File: src/rtl/wsd_pkg.sv
`default_nettype none
package wsd_pkg;

    localparam logic [2:0] PH_HDR0   = 3'd0;
    localparam logic [2:0] PH_HDR1   = 3'd1;
    localparam logic [2:0] PH_EXTLEN = 3'd2;
    localparam logic [2:0] PH_KEY    = 3'd3;
    localparam logic [2:0] PH_DATA   = 3'd4;
    localparam logic [2:0] PH_DEAD   = 3'd5;

    localparam logic [3:0] OPC_CLOSE = 4'h8;
    localparam logic [6:0] LEN_EXT16 = 7'd126;
    localparam logic [6:0] LEN_EXT64 = 7'd127;
    localparam logic [2:0] EXT16_BYTES = 3'd2;
    localparam logic [2:0] EXT64_COUNT = 3'd7;
    localparam logic [2:0] KEY_BYTES   = 3'd4;

    typedef struct packed {
        logic [7:0] payload_byte;
        logic       byte_valid;
        logic [3:0] hdr_opcode;
        logic       frame_fin;
        logic       frame_end;
        logic       close_seen;
    } t_result;

endpackage
`default_nettype wire

File: src/rtl/wsd_parser.sv
`default_nettype none
module wsd_parser (
    input  wire logic            i_clk,
    input  wire logic            i_rst_n,
    input  wire logic            i_accept,
    input  wire logic [7:0]      i_rx_byte,
    output logic                 o_res_valid,
    output wsd_pkg::t_result     o_res
);
    import wsd_pkg::*;

    logic [2:0]  r_phase, n_phase;
    logic [3:0]  r_opcode, n_opcode;
    logic        r_fin, n_fin;
    logic        r_mask, n_mask;
    logic [2:0]  r_hcnt, n_hcnt;
    logic [63:0] r_len, n_len;
    logic [31:0] r_key, n_key;
    logic [1:0]  r_kidx, n_kidx;

    logic        len_done;
    logic        len_mask;
    logic        start_req;
    logic        start_zero;
    logic [6:0]  len7;
    logic [7:0]  key_byte;

    always_comb begin
        n_phase  = r_phase;
        n_opcode = r_opcode;
        n_fin    = r_fin;
        n_mask   = r_mask;
        n_hcnt   = r_hcnt;
        n_len    = r_len;
        n_key    = r_key;
        n_kidx   = r_kidx;
        len_done   = 1'b0;
        len_mask   = r_mask;
        start_req  = 1'b0;
        start_zero = 1'b0;
        len7       = i_rx_byte[6:0];
        key_byte   = 8'd0;

        o_res_valid         = 1'b0;
        o_res.payload_byte  = 8'd0;
        o_res.byte_valid    = 1'b0;
        o_res.hdr_opcode    = r_opcode;
        o_res.frame_fin     = r_fin;
        o_res.frame_end     = 1'b0;
        o_res.close_seen    = 1'b0;

        case (r_kidx)
            2'd0:    key_byte = r_key[31:24];
            2'd1:    key_byte = r_key[23:16];
            2'd2:    key_byte = r_key[15:8];
            default: key_byte = r_key[7:0];
        endcase

        case (r_phase)
            PH_HDR0: begin
                n_opcode = i_rx_byte[3:0];
                n_fin    = i_rx_byte[7];
                n_phase  = PH_HDR1;
            end
            PH_HDR1: begin
                n_mask = i_rx_byte[7];
                if (r_opcode == OPC_CLOSE) begin
                    n_phase          = PH_DEAD;
                    o_res_valid      = 1'b1;
                    o_res.frame_end  = 1'b1;
                    o_res.close_seen = 1'b1;
                end else if (len7 == LEN_EXT16 || len7 == LEN_EXT64) begin
                    n_len   = 64'd0;
                    n_phase = PH_EXTLEN;
                    if (len7 == LEN_EXT64) begin
                        n_hcnt = EXT64_COUNT;
                        n_kidx = 2'd1;
                    end else begin
                        n_hcnt = EXT16_BYTES;
                        n_kidx = 2'd0;
                    end
                end else begin
                    n_len      = {57'd0, len7};
                    len_done   = 1'b1;
                    len_mask   = i_rx_byte[7];
                    start_zero = (len7 == 7'd0);
                end
            end
            PH_EXTLEN: begin
                n_len = {r_len[55:0], i_rx_byte};
                if (r_hcnt > 3'd1) begin
                    n_hcnt = r_hcnt - 3'd1;
                end else if (r_kidx[0]) begin
                    n_kidx = 2'd0;
                    n_hcnt = 3'd1;
                end else begin
                    n_hcnt     = 3'd0;
                    len_done   = 1'b1;
                    start_zero = ({r_len[55:0], i_rx_byte} == 64'd0);
                end
            end
            PH_KEY: begin
                n_key = {r_key[23:0], i_rx_byte};
                if (r_hcnt > 3'd1) begin
                    n_hcnt = r_hcnt - 3'd1;
                end else begin
                    n_hcnt     = 3'd0;
                    start_req  = 1'b1;
                    start_zero = (r_len == 64'd0);
                end
            end
            PH_DATA: begin
                n_kidx = r_kidx + 2'd1;
                n_len  = r_len - 64'd1;
                o_res_valid        = 1'b1;
                o_res.byte_valid   = 1'b1;
                o_res.payload_byte = r_mask ? (i_rx_byte ^ key_byte) : i_rx_byte;
                if (r_len == 64'd1) begin
                    n_phase         = PH_HDR0;
                    n_kidx          = 2'd0;
                    o_res.frame_end = 1'b1;
                end
            end
            default: begin
                n_phase = PH_DEAD;
            end
        endcase

        if (len_done) begin
            if (len_mask) begin
                n_key   = 32'd0;
                n_hcnt  = KEY_BYTES;
                n_phase = PH_KEY;
            end else begin
                start_req = 1'b1;
            end
        end

        if (start_req) begin
            n_kidx = 2'd0;
            if (start_zero) begin
                n_phase         = PH_HDR0;
                o_res_valid     = 1'b1;
                o_res.frame_end = 1'b1;
            end else begin
                n_phase = PH_DATA;
            end
        end
    end

    always_ff @(posedge i_clk) begin
        if (!i_rst_n) begin
            r_phase  <= PH_HDR0;
            r_opcode <= 4'd0;
            r_fin    <= 1'b0;
            r_mask   <= 1'b0;
            r_hcnt   <= 3'd0;
            r_len    <= 64'd0;
            r_key    <= 32'd0;
            r_kidx   <= 2'd0;
        end else if (i_accept) begin
            r_phase  <= n_phase;
            r_opcode <= n_opcode;
            r_fin    <= n_fin;
            r_mask   <= n_mask;
            r_hcnt   <= n_hcnt;
            r_len    <= n_len;
            r_key    <= n_key;
            r_kidx   <= n_kidx;
        end
    end

endmodule
`default_nettype wire

File: src/rtl/wsd_out_reg.sv
`default_nettype none
module wsd_out_reg (
    input  wire logic            i_clk,
    input  wire logic            i_rst_n,
    input  wire logic            i_accept,
    input  wire logic            i_res_valid,
    input  wire wsd_pkg::t_result i_res,
    input  wire logic            i_m_ready,
    output logic                 o_in_ready,
    output logic                 o_valid,
    output wsd_pkg::t_result     o_res
);
    import wsd_pkg::*;

    logic    r_valid;
    t_result r_res;

    assign o_in_ready = !r_valid || i_m_ready;
    assign o_valid    = r_valid;
    assign o_res      = r_res;

    always_ff @(posedge i_clk) begin
        if (!i_rst_n) begin
            r_valid <= 1'b0;
        end else if (i_accept && i_res_valid) begin
            r_valid <= 1'b1;
        end else if (i_m_ready) begin
            r_valid <= 1'b0;
        end
    end

    always_ff @(posedge i_clk) begin
        if (i_accept && i_res_valid) begin
            r_res <= i_res;
        end
    end

endmodule
`default_nettype wire

File: src/rtl/websocket_frame_deframer_top.sv
// WebSocket frame deframer, receive side.
// Received bytes enter one per beat on the slave stream (s_axis_tdata is the byte).
// Header bytes are parsed and dropped; each payload byte leaves on the master stream
// with its masking key byte removed, tagged with the frame's opcode and FIN bit.
// m_axis_tlast marks the last beat of a frame. An empty frame gives one beat with no
// data byte, and a close frame gives one beat with the close flag after its second
// header byte, after which every further input byte is dropped until reset.
// A result is registered at the edge that accepts its byte.
// Throughput is one byte per cycle when the receiver does not stall, set by the
// single parse stage feeding one output register; s_axis_tready stays high while
// that register is empty or being drained in the same cycle.
// When the receiver stalls with a result held, input is held off until it drains;
// bytes that give no result are still blocked then, which keeps order simple.
// Reset (synchronous, active low) returns the parser to the first header byte
// and empties the output register.
`default_nettype none
module websocket_frame_deframer_top (
    input  wire logic       i_clk,
    input  wire logic       i_rst_n,
    input  wire logic       s_axis_tvalid,
    output logic            s_axis_tready,
    input  wire logic [7:0] s_axis_tdata,   // [7:0] rx_byte
    output logic            m_axis_tvalid,
    input  wire logic       m_axis_tready,
    output logic [7:0]      m_axis_tdata,   // [7:0] payload_byte
    output logic            m_axis_tlast,
    output logic [6:0]      m_axis_tuser    // [0] byte_valid, [4:1] hdr_opcode,
                                            // [5] frame_fin, [6] close_seen
);
    import wsd_pkg::*;

    logic    accept;
    logic    res_valid;
    t_result res;
    t_result out_res;

    assign accept = s_axis_tvalid && s_axis_tready;

    wsd_parser u_parser (
        .i_clk       (i_clk),
        .i_rst_n     (i_rst_n),
        .i_accept    (accept),
        .i_rx_byte   (s_axis_tdata),
        .o_res_valid (res_valid),
        .o_res       (res)
    );

    wsd_out_reg u_out_reg (
        .i_clk       (i_clk),
        .i_rst_n     (i_rst_n),
        .i_accept    (accept),
        .i_res_valid (res_valid),
        .i_res       (res),
        .i_m_ready   (m_axis_tready),
        .o_in_ready  (s_axis_tready),
        .o_valid     (m_axis_tvalid),
        .o_res       (out_res)
    );

    assign m_axis_tdata = out_res.payload_byte;
    assign m_axis_tlast = out_res.frame_end;
    assign m_axis_tuser = {out_res.close_seen, out_res.frame_fin,
                           out_res.hdr_opcode, out_res.byte_valid};

endmodule
`default_nettype wire
File: config.mk
export PLATFORM = sky130hd
export DESIGN_NAME = websocket_frame_deframer_top
export DESIGN_NICKNAME = d
export VERILOG_FILES = /design/src/rtl/wsd_pkg.sv /design/src/rtl/wsd_parser.sv /design/src/rtl/wsd_out_reg.sv /design/src/rtl/websocket_frame_deframer_top.sv
export SDC_FILE = /design/constraint.sdc
export NUM_CORES = 1
export LEC_CHECK = 0
export BUFFER_PORTS_ARGS = -buffer_cell sky130_fd_sc_hd__buf_2
export CORE_ASPECT_RATIO = 0.5
export CORE_UTILIZATION = 30
export CTS_BUF_LIST = sky130_fd_sc_hd__clkbuf_4
export CTS_CLUSTER_SIZE = 10
export DETAILED_ROUTE_END_ITERATION = 7
export PLACE_DENSITY_LB_ADDON = 0.12
export SYNTH_ARGS = -nofsm -noshare
export SYNTH_HDL_FRONTEND = slang
export SYNTH_SLANG_ARGS = --single-unit
File: constraint.sdc
create_clock -name i_clk -period 4.7 [get_ports i_clk]
set_input_delay 0.235 -clock i_clk [delete_from_list [all_inputs] [get_ports i_clk]]
set_output_delay 0.235 -clock i_clk [all_outputs]
set_load 0.01 [all_outputs]
==> results.md, run 1 <==
- Number of cells on the worst hold path: 3
- Number of max-cap violations: 0
- Global-route wire length before repair: 38970 um
- Number of enable-type register cells in the synthesized netlist: 16
- Wirelength, routed: 24210 um
- Netlist Area Pre-Place: 7074 um^2
- Crit Path Max Fanout: 16
- Total clock buffers created by CTS: 17
- IO Pins: 30
- Clock edge transition at the registers on the reported setup and hold paths: 0.12 ns
- Buffers inserted during post-CTS setup optimization: 0
- Final Hold Vio Count: 0
- Element type at the critical path end: flip-flop
- Net count, final: around 930
- Final weighted congestion of routability-driven global placement: 0.8543
- Number of port buffers: 29
- Post-synthesis sequential element count: 127
- Minimum clock period after layout: 3.411 ns
- Final sum of negative setup slack: 0 ns
- Rel. slew slack: 19.13%
- Outcome: complete, no violations
- Ratio of total power to cell area: ~340 nW/um^2
- CTS Buffer Depth: 2
- Synth unique cells: slightly above 80
- Share of synthesized area occupied by flip-flops and latches: a little under two fifths
- Share of cell area taken by muxes after synthesis: 0.9904%
- Slew @ Worst Pin: roughly 1.2 ns
- Die Footprint: between 20000 and 25000 um^2
- GR Overflow Total: 0
- Gates resized, CTS repair: 0
- Post-route non-filler standard cell count: ~1200
- First drt pass iteration count: 5
- Clock Sink Count: 127
- Core footprint: 22980 um^2
- RSZ-0062 raised after global routing: no
- Xor/xnor cell area share of the yosys netlist: around 1.4%
- Max Clk Rate: 293.2 MHz
- Post-route cell area: 7819 um^2
- Average cell area after synthesis: between 7 and 8 um^2
- Delay of the slowest cell on the worst path: between 0.7 and 0.8 ns
- Required time at the endpoint of the critical path: 4.92 ns
- Class of the tightest hold or removal check: in -> reg
- Synth Area in Compound Gates: between 20% and 30%
- Count of pins over their slew limit: 0
- Proportion of synthesized flip-flops having asynchronous set or reset: 0%
- Dominant register cell in the synthesized netlist: dfxtp_1
- CP startpoint kind: flip-flop
- Share of the cycle needed by the critical path after routing: 72.56%
- H-tree Lvls: 4
- Maximum number of pins on one net before global-route repair: 50
- Via Count: 7159
- Global-route usage over all layers: 20.64%
- Count of standard-cell rows: 39
- Post-detailed-placement cell area: approximately 7500 um^2
- Path depth of the worst reg2reg path: 6
- Number of design rule violations left after detail routing: 0
- Initial DRC Count: 634
- Number of placed cells counting well taps: between 1000 and 1500
- Number of nets produced by synthesis: 927
- Avg Vias per Cell: 5.801
- Die width: 219.2 um
- Final Skew: 0.01664 ns
- Cell leakage power: roughly 2.7 nW
- Yosys synthesis warning count: 0
- Endpoint arrival time on the critical path: 3.63 ns
- Worst skew pair latency: a little under 0.6 ns
- Mean routed wirelength per cell: 19.62 um
- Cell type of the slowest stage on the worst timing path: a21oi_2
- Area delta synth->final: 10.52%
- Share of layout cells above drive strength 1: about 11%
- Main combinational cell family by area after synthesis: simple AND/OR/NAND/NOR gates
- Total setup violations reported at the end of the flow: 0
- Starting Density: 30.78%
- Floorplan die height: 110.6 um
- Count of hold buffers inserted by post-cts repair: 8
- Peak supply drop: between 0.1 and 0.15 mV
- Clock tree from TritonCTS: yes
- Cell at the root of the clock tree: clkbuf_4
- Detail Route Antenna Nets: 0
- Post-synthesis share of cell area spent on and, or, nand and nor gates: a little over a quarter
- Antenna violations before repair: 1
- Via count of the first global-routing pass: around 6800
- Chain of cells forming the critical path: nor4_1 -> and4bb_2 -> nand3_1 -> nor4b_2 -> a21oi_1 -> a21oi_2
- Gate count after technology mapping: about 910
- Total half-perimeter wirelength after legalization and detailed placement: 15900 um
- Kind of critical path: reg -> reg
- Adder-cell share of the synthesized area: 1.415%
[synthesized netlist by cell type (all sizes together) (10+ instances only)]
cell    number  area [um^2]
nand2      149        559.3
nor2        82        307.8
or4         10        82.58
o21ai       64        320.3
nor3        30        155.1
o211ai      13        97.59
o22ai       12        75.07
clkbuf      54        202.7
nand4       10        62.56
dfxtp      111         2222
a31oi       12        75.07
a32oi       10        87.58
nand3       33        170.2
a22oi       14        105.1
or3         10        62.56
inv         15        63.81
edfxtp      16        480.5
a21oi       84        420.4
nor4        19        155.2
and3        11        68.82
buf         10        67.56
[placed cells by master, fill, tap and decap left out, drive strengths merged, types with 9 or more instances in the layout]
master	instances
inv	16
or3	10
a31oi	12
or4	10
and3	11
nor3	30
edfxtp	16
xor2	9
nand3	33
clkbuf	17
buf	43
a32oi	10
clkinv	9
o22ai	12
a21oi	84
o21ai	64
dfxtp	111
nor4	19
nand2	149
a22oi	14
nor2	82
nand4	10
o211ai	13
[sequential cells by signal (all words and copies together) (netlist names)]
| register | flops |
|---|---|
| u_parser.r_len | 64 |
| u_parser.r_fin | 1 |
| u_parser.r_phase | 3 |
| u_parser.r_mask | 1 |
| u_out_reg.o_res | 16 |
| u_parser.r_opcode | 4 |
| u_out_reg.o_valid | 1 |
| u_parser.r_hcnt | 3 |
| u_parser.r_key | 32 |
| u_parser.r_kidx | 2 |
[cell families after synthesis]
logic type | after synthesis
buffers and inverters | 79
adder cells (fa/ha/maj) | 8
XOR/XNOR | 11
AND/OR/NAND/NOR | 386
flip-flops | 127
multiplexers | 7
AO/OA/AOI/OAI | 289
[layout make-up]
type | count | area, um^2
clock inverter | 15 | 147.6
tap | 307 | 384.1
clock buffer | 17 | 127.6
fill | 2454 | 15160
sequential | 127 | 2703
inverter | 15 | 63.81
antenna | 1 | 2.502
multi-input combinational | 701 | 4060
timing repair buffer | 51 | 330.3
[power by group]
group	leakage [nW]	internal (mW)	total (mW)	switching [mW]
sequential	1.04	1.13	1.17	0.0416
combinational	1.50	0.219	0.733	0.514
clock	0.143	0.311	0.781	0.470
total	2.69	1.66	2.68	1.03
[critical path: cells and delay by family, from the launching register on]
| kind | cells | cell delay [ns] |
|---|---|---|
| simple gates | 4 | 1.74 |
| compound gates | 2 | 0.89 |
| flops | 1 | 0.40 |
[path summary, 6_finish.rpt]
kind                      startpoint            endpoint  slack, ns
hold / removal         s_axis_tvalid   u_out_reg.o_valid       0.07
setup / recovery  u_parser.r_len[10]  u_out_reg.o_res[9]       1.29
hold reg to reg   u_parser.r_key[27]  u_parser.r_key[27]       0.46
setup reg to reg  u_parser.r_len[10]  u_out_reg.o_res[9]       1.29
[per-layer routing]
| metal | routed length, um | global-route usage [%] |
|---|---|---|
| met3 | 1316 | 4.215 |
| met4 | 331 | 6.250 |
| met1 | 11660 | 29.24 |
| met5 | 0 | 0 |
| met2 | 10900 | 31.24 |
[through the flow]
| step | util, % | total power [mW] | setup WS (ns) | hold slack [ns] |
|---|---|---|---|---|
| after CTS | 34.01 | 2.696 | 1.261 | 0.04601 |
| after global placement | 32.46 | 1.921 | 1.428 | 0.4325 |
| after global routing | 34.02 | 2.829 | 0.9139 | 0.06912 |
| final | 34.02 | 2.683 | 1.289 | 0.07388 |
| after detailed placement | 32.46 | 1.906 | 1.295 | 0.4306 |
| after floorplan | - | 1.692 | 1.412 | 0.3710 |
No activity file was read; power rests on OpenSTA's default activity.
==> inputs of run 2 (changes only) <==
==> constraint.sdc (replaced) <==
create_clock -name i_clk -period 3.1 [get_ports i_clk]
set_input_delay 0.155 -clock i_clk [delete_from_list [all_inputs] [get_ports i_clk]]
set_output_delay 0.155 -clock i_clk [all_outputs]
set_load 0.01 [all_outputs]
==> results.md, run 2 (synthesis results as in run 1) <==
- Total half-perimeter wirelength after legalization and detailed placement: 16710 um (was 15900 um)
- Reg2Reg Setup Slack: 0.18 ns (was 1.29 ns)
- Max Clk Rate: 343.0 MHz (was 293.2 MHz)
- Cell at the root of the clock tree: clkbuf_4 (unchanged)
- Count of standard-cell rows: 39 (unchanged)
- Reg with most FFs: u_parser.r_len (unchanged)
- Mean routed wirelength per cell: 19.60 um (was 19.62 um)
- Core footprint: 22980 um^2 (unchanged)
- Rel. slew slack: 43.07% (was 19.13%)
- Final Hold Vio Count: 0 (unchanged)
- Via Count: 7275 (was 7159)
- Ratio of total power to cell area: 528.6 nW/um^2 (was 343.2 nW/um^2)
- Global-route usage over all layers: 20.91% (was 20.64%)
- Most common library cell in the layout ignoring fill and taps: nand2_1 (unchanged)
- Post-route non-filler standard cell count: 1268 (was 1234)
- Antenna violations before repair: 1 (unchanged)
- Total setup violations reported at the end of the flow: 0 (unchanged)
- Number of port buffers: 29 (unchanged)
- Crit Path Max Fanout: 9 (was 16)
- First drt pass iteration count: 5 (unchanged)
- Crit path buf inv count: 2 (was 0)
- IO Pins: 30 (unchanged)
- Total clock buffers created by CTS: 17 (unchanged)
- Clock tree from TritonCTS: yes (unchanged)
- Number of flip-flops under the largest register name: 64 (unchanged)
- Floorplan die height: 110.6 um (unchanged)
- Final worst hold slack: 0.06229 ns (was 0.07388 ns)
- Leading cell types in the layout, fill and taps excluded: nand2_1, dfxtp_1, a21oi_1 (unchanged)
- Number of design rule violations left after detail routing: 0 (unchanged)
- Wirelength, routed: 24850 um (was 24210 um)
- Delay of the slowest cell on the worst path: 0.52 ns (was 0.74 ns)
- Cell leakage power: 2.863 nW (was 2.686 nW)
- Clock Sink Count: 127 (unchanged)
- Chain of cells forming the critical path: inv_1 -> ha_1 -> or3b_2 -> nor2_1 -> buf_4 -> nand4_1 -> or3_1 -> mux2i_1 -> o21ai_0 (was nor4_1 -> and4bb_2 -> nand3_1 -> nor4b_2 -> a21oi_1 -> a21oi_2)
- Minimum clock period after layout: 2.916 ns (was 3.411 ns)
- Global-route wire length before repair: 39310 um (was 38970 um)
- Initial DRC Count: 608 (was 634)
- Cell type of the slowest stage on the worst timing path: or3_1 (was a21oi_2)
- Number of max-cap violations: 0 (unchanged)
- Number of placed cells counting well taps: 1223 (was 1193)
- Count of pins over their slew limit: 0 (unchanged)
- Slew @ Worst Pin: 0.8507 ns (was 1.209 ns)
- Clock edge transition at the registers on the reported setup and hold paths: 0.13 ns (was 0.12 ns)
- Element type at the critical path end: flip-flop (unchanged)
- Post-route cell area: 8122 um^2 (was 7819 um^2)
- Via count of the first global-routing pass: 6960 (was 6836)
- Share of the cycle needed by the critical path after routing: 94.06% (was 72.56%)
- Die width: 219.2 um (unchanged)
- Final weighted congestion of routability-driven global placement: 0.8634 (was 0.8543)
- Net count, final: 965 (was 933)
- Final sum of negative setup slack: 0 ns (unchanged)
- Worst skew pair latency: 0.60 ns (was 0.59 ns)
- Detail Route Antenna Nets: 0 (unchanged)
- Peak supply drop: 0.2770 mV (was 0.1418 mV)
- RSZ-0062 raised after global routing: no (unchanged)
- Required time at the endpoint of the critical path: 3.56 ns (was 4.92 ns)
- CTS Buffer Depth: 2 (unchanged)
- Share of layout cells above drive strength 1: 14.09% (was 11.12%)
- Buffers inserted during post-CTS setup optimization: 0 (unchanged)
- H-tree Lvls: 4 (unchanged)
- Class of the tightest hold or removal check: in -> reg (unchanged)
- Avg Vias per Cell: 5.737 (was 5.801)
- Starting Density: 30.78% (unchanged)
- Die Footprint: 24240 um^2 (unchanged)
- CP startpoint kind: flip-flop (unchanged)
- Post-detailed-placement cell area: 7699 um^2 (was 7461 um^2)
- Area delta synth->final: 14.80% (was 10.52%)
- Maximum number of pins on one net before global-route repair: 50 (unchanged)
- Outcome: complete, no violations (unchanged)
- Kind of critical path: reg -> reg (unchanged)
- Kind of cell with the highest combined delay on the critical path: simple AND/OR/NAND/NOR gates (unchanged)
- Final Skew: 0.03437 ns (was 0.01664 ns)
- GR Overflow Total: 0 (unchanged)
- Endpoint arrival time on the critical path: 3.38 ns (was 3.63 ns)
## run 2: cell count changes in the layout (fill, tap and decap cells not counted)
cell           previous run  this run
buf_12                    0         1
buf_4                    14        43
bufinv_16                 2         3
clkbuf_4                 17        18
clkinv_1                  2         0
clkinv_2                  2         1
clkinv_4                  5         3
clkinvlp_4                3         2
diode_2                   1         3
dlygate4sd3_1             8        10
inv_2                     2         1
inv_6                     0         5
## run 2: layout make-up
type | count | area [um^2]
Antenna cell | 3 | 7.507
Clock buffer | 18 | 135.1
Clock inverter | 14 | 180.2
Fill cell | 2409 | 14860
Inverter | 15 | 63.81
Multi-Input combinational cell | 701 | 4060
Sequential cell | 127 | 2703
Tap cell | 307 | 384.1
Timing Repair Buffer | 83 | 588.1
## run 2: worst register-to-register path: stages, from the launching register on
cell     delay, ns
dfxtp_1       0.36
inv_1         0.13
ha_1          0.23
or3b_2        0.50
nor2_1        0.17
buf_4         0.19
nand4_1       0.48
or3_1         0.52
mux2i_1       0.15
o21ai_0       0.08
## run 2: path summary, 6_finish.rpt
check                                         from            endpoint  cells past startpoint
worst max register to register   u_parser.r_len[0]  u_parser.r_len[36]                      9
worst max-delay path             u_parser.r_len[0]  u_parser.r_len[36]                      9
worst min register to register  u_parser.r_key[13]  u_parser.r_key[21]                      2
worst min-delay path                 m_axis_tready   u_out_reg.o_valid                      4
## run 2: what timing repair did
| action | in CTS | in global routing |
|---|---|---|
| hold buffers | 10 | 0 |
| hold endpoints to repair | 27 | 0 |
| setup endpoints to repair | 0 | 0 |
| gates resized for setup | 0 | 0 |
## run 2: metal layers
metal	track usage (%)	up-vias	share of wire, %
li1	-	3461	-
met1	29.58	3562	49
met2	31.86	227	45
met3	3.609	25	4.9
met4	7.130	0	1.6
met5	0	-	0
## run 2: report_power, final
part           switching (mW)  leakage [nW]  total [mW]  internal (mW)
registers              0.0524          1.04        1.76           1.71
logic                   0.809          1.65        1.21          0.396
clock network           0.744         0.164        1.33          0.582
## run 2: stage by stage
stage               setup WS, ns  total power, mW  utilization, %
CTS                       0.2504            4.312           35.30
global placement          0.3561            2.976           33.50
global route             0.04219            4.494           35.34
finish                    0.1842            4.293           35.34
floorplan                 0.1414            2.565               -
detailed placement        0.2503            2.966           33.50
==> inputs of run 3 (changes only) <==
--- a/config.mk
+++ b/config.mk
@@ -6,7 +6,7 @@
 export NUM_CORES = 1
 export LEC_CHECK = 0
 export BUFFER_PORTS_ARGS = -buffer_cell sky130_fd_sc_hd__buf_2
-export CORE_ASPECT_RATIO = 0.5
+export CORE_ASPECT_RATIO = 0.9
 export CORE_UTILIZATION = 30
 export CTS_BUF_LIST = sky130_fd_sc_hd__clkbuf_4
 export CTS_CLUSTER_SIZE = 10
==> results.md, run 3 (synthesis results as in run 1) <==
- CTS Buffer Depth: 2 (unchanged)
- Maximum number of pins on one net before global-route repair: 50 (unchanged)
- Global-route usage over all layers: 21.00% (was 20.91%)
- Worst skew pair latency: 0.57 ns (was 0.60 ns)
- Detail Route Antenna Nets: 0 (unchanged)
- Met1 Track Usage GR: 31.44% (was 29.58%)
- GRT met2 Usage: 30.08% (was 31.86%)
- Number of port buffers: 29 (unchanged)
- Number of design rule violations left after detail routing: 0 (unchanged)
- Core footprint: 22840 um^2 (was 22980 um^2)
- Gates resized, CTS repair: 0 (unchanged)
- Max Clk Rate: 349.3 MHz (was 343.0 MHz)
- Most common library cell in the layout ignoring fill and taps: nand2_1 (unchanged)
- Total clock buffers created by CTS: 17 (unchanged)
- Antenna violations before repair: 1 (unchanged)
- Cell at the root of the clock tree: clkbuf_4 (unchanged)
- Busiest layer in global routing: met1 (was met2)
- Minimum clock period after layout: 2.863 ns (was 2.916 ns)
- Initial DRC Count: 711 (was 608)
- CP startpoint kind: flip-flop (unchanged)
- Slew @ Worst Pin: 0.6905 ns (was 0.8507 ns)
- Final sum of negative setup slack: 0 ns (unchanged)
- RSZ-0062 raised after global routing: no (unchanged)
- Kind of critical path: reg -> reg (unchanged)
- Mean routed wirelength per cell: 19.77 um (was 19.60 um)
- Area delta synth->final: 15.26% (was 14.80%)
- GR Overflow Total: 0 (unchanged)
- Starting Density: 30.98% (was 30.78%)
- Share of the cycle needed by the critical path after routing: 92.35% (was 94.06%)
- Final Hold Vio Count: 0 (unchanged)
- Reg with most FFs: u_parser.r_len (unchanged)
- Avg Vias per Cell: 5.754 (was 5.737)
- Clock tree from TritonCTS: yes (unchanged)
- IO Pins: 30 (unchanged)
- Total half-perimeter wirelength after legalization and detailed placement: 16890 um (was 16710 um)
- Class of the tightest hold or removal check: in -> reg (unchanged)
- Rel. slew slack: 53.80% (was 43.07%)
- Leading cell types in the layout, fill and taps excluded: nand2_1, dfxtp_1, a21oi_1 (unchanged)
- Ratio of total power to cell area: 532.7 nW/um^2 (was 528.6 nW/um^2)
- First drt pass iteration count: 5 (unchanged)
- Number of max-cap violations: 0 (unchanged)
- Clock edge transition at the registers on the reported setup and hold paths: 0.12 ns (was 0.13 ns)
- Total area of multi-input combinational cells: 4065 um^2 (was 4060 um^2)
- Element type at the critical path end: flip-flop (unchanged)
- Final Skew: 0.02091 ns (was 0.03437 ns)
- Wirelength, routed: 24960 um (was 24850 um)
- Outcome: complete, no violations (unchanged)
- Required time at the endpoint of the critical path: 3.39 ns (was 3.56 ns)
- Count of pins over their slew limit: 0 (unchanged)
- Crit Path Max Fanout: 16 (was 9)
- Floorplan die height: 147.7 um (was 110.6 um)
- Share of layout cells above drive strength 1: 14.75% (was 14.09%)
- Overall power: 4.344 mW (was 4.293 mW)
- Final weighted congestion of routability-driven global placement: 0.8591 (was 0.8634)
- Filler cells: 2378 (was 2409)
- Count of hold buffers inserted by post-cts repair: 8 (was 10)
- Area used by sequential logic in the layout: 2703 um^2 (unchanged)
- Clock Sink Count: 127 (unchanged)
- Net count, final: 970 (was 965)
- Buffers inserted during post-CTS setup optimization: 0 (unchanged)
- Endpoint arrival time on the critical path: 3.15 ns (was 3.38 ns)
- H-tree Lvls: 4 (unchanged)
- Total setup violations reported at the end of the flow: 0 (unchanged)
- Count of standard-cell rows: 52 (was 39)
- Number of flip-flops under the largest register name: 64 (unchanged)
- Cell leakage power: 2.905 nW (was 2.863 nW)
- Peak supply drop: 0.2023 mV (was 0.2770 mV)
- Die Footprint: 24200 um^2 (was 24240 um^2)
- GRT met3 Usage: 3.395% (was 3.609%)
- Global-route wire length before repair: 39190 um (was 39310 um)
- Via count of the first global-routing pass: 6812 (was 6960)
- Via Count: 7262 (was 7275)
- Die width: 163.9 um (was 219.2 um)
run 3: metal layers:
metal	vias to the layer above	share of wire (%)
met2	318	42
li1	3474	-
met3	48	6.4
met5	-	0
met4	0	2.1
met1	3422	49
run 3: report_power, final:
group          internal (mW)  switching [mW]  total, mW
combinational          0.402           0.810       1.21
clock                  0.591           0.776       1.37
sequential              1.71          0.0547       1.76
run 3: cell type report:
class | count | area share, %
Clock inverter | 15 | 2.424
Inverter | 15 | 0.7826
Sequential cell | 127 | 33.14
Tap cell | 297 | 4.557
Antenna cell | 2 | 0.06138
Timing Repair Buffer | 88 | 7.611
Clock buffer | 17 | 1.565
Multi-Input combinational cell | 701 | 49.85
run 3: metrics by stage:
step	instances	hold slack (ns)	worst slack [ns]	util [%]	cell area, um^2
6_report	1262	0.05598	0.2370	35.71	8154
5_1_grt	1262	0.05252	0.02145	35.71	8154
4_1_cts	1260	0.02736	0.2113	35.68	8149
3_5_place_dp	1220	0.4211	0.2149	33.91	7744
3_3_place_gp	1220	0.4129	0.3043	33.91	7744
2_1_floorplan	907	0.2910	0.1414	-	7078
run 3: final timing paths:
kind	startpoint	to	cells after the start	slack, ns
max	u_parser.r_len[56]	u_out_reg.o_res[14]	7	0.24
min	s_axis_tvalid	u_out_reg.o_valid	3	0.06
max reg2reg	u_parser.r_len[56]	u_out_reg.o_res[14]	7	0.24
min reg2reg	u_parser.r_fin	u_out_reg.o_res[2]	0	0.45
run 3: worst max-delay path: stages, from the launching register on:
cell and delay, ns:
dfxtp_1 0.35, or4_1 0.53, nor4b_1 0.52, a32oi_1 0.21, nor4b_2 0.43, a21oi_1 0.17, a21oi_2 0.20, buf_12 0.18
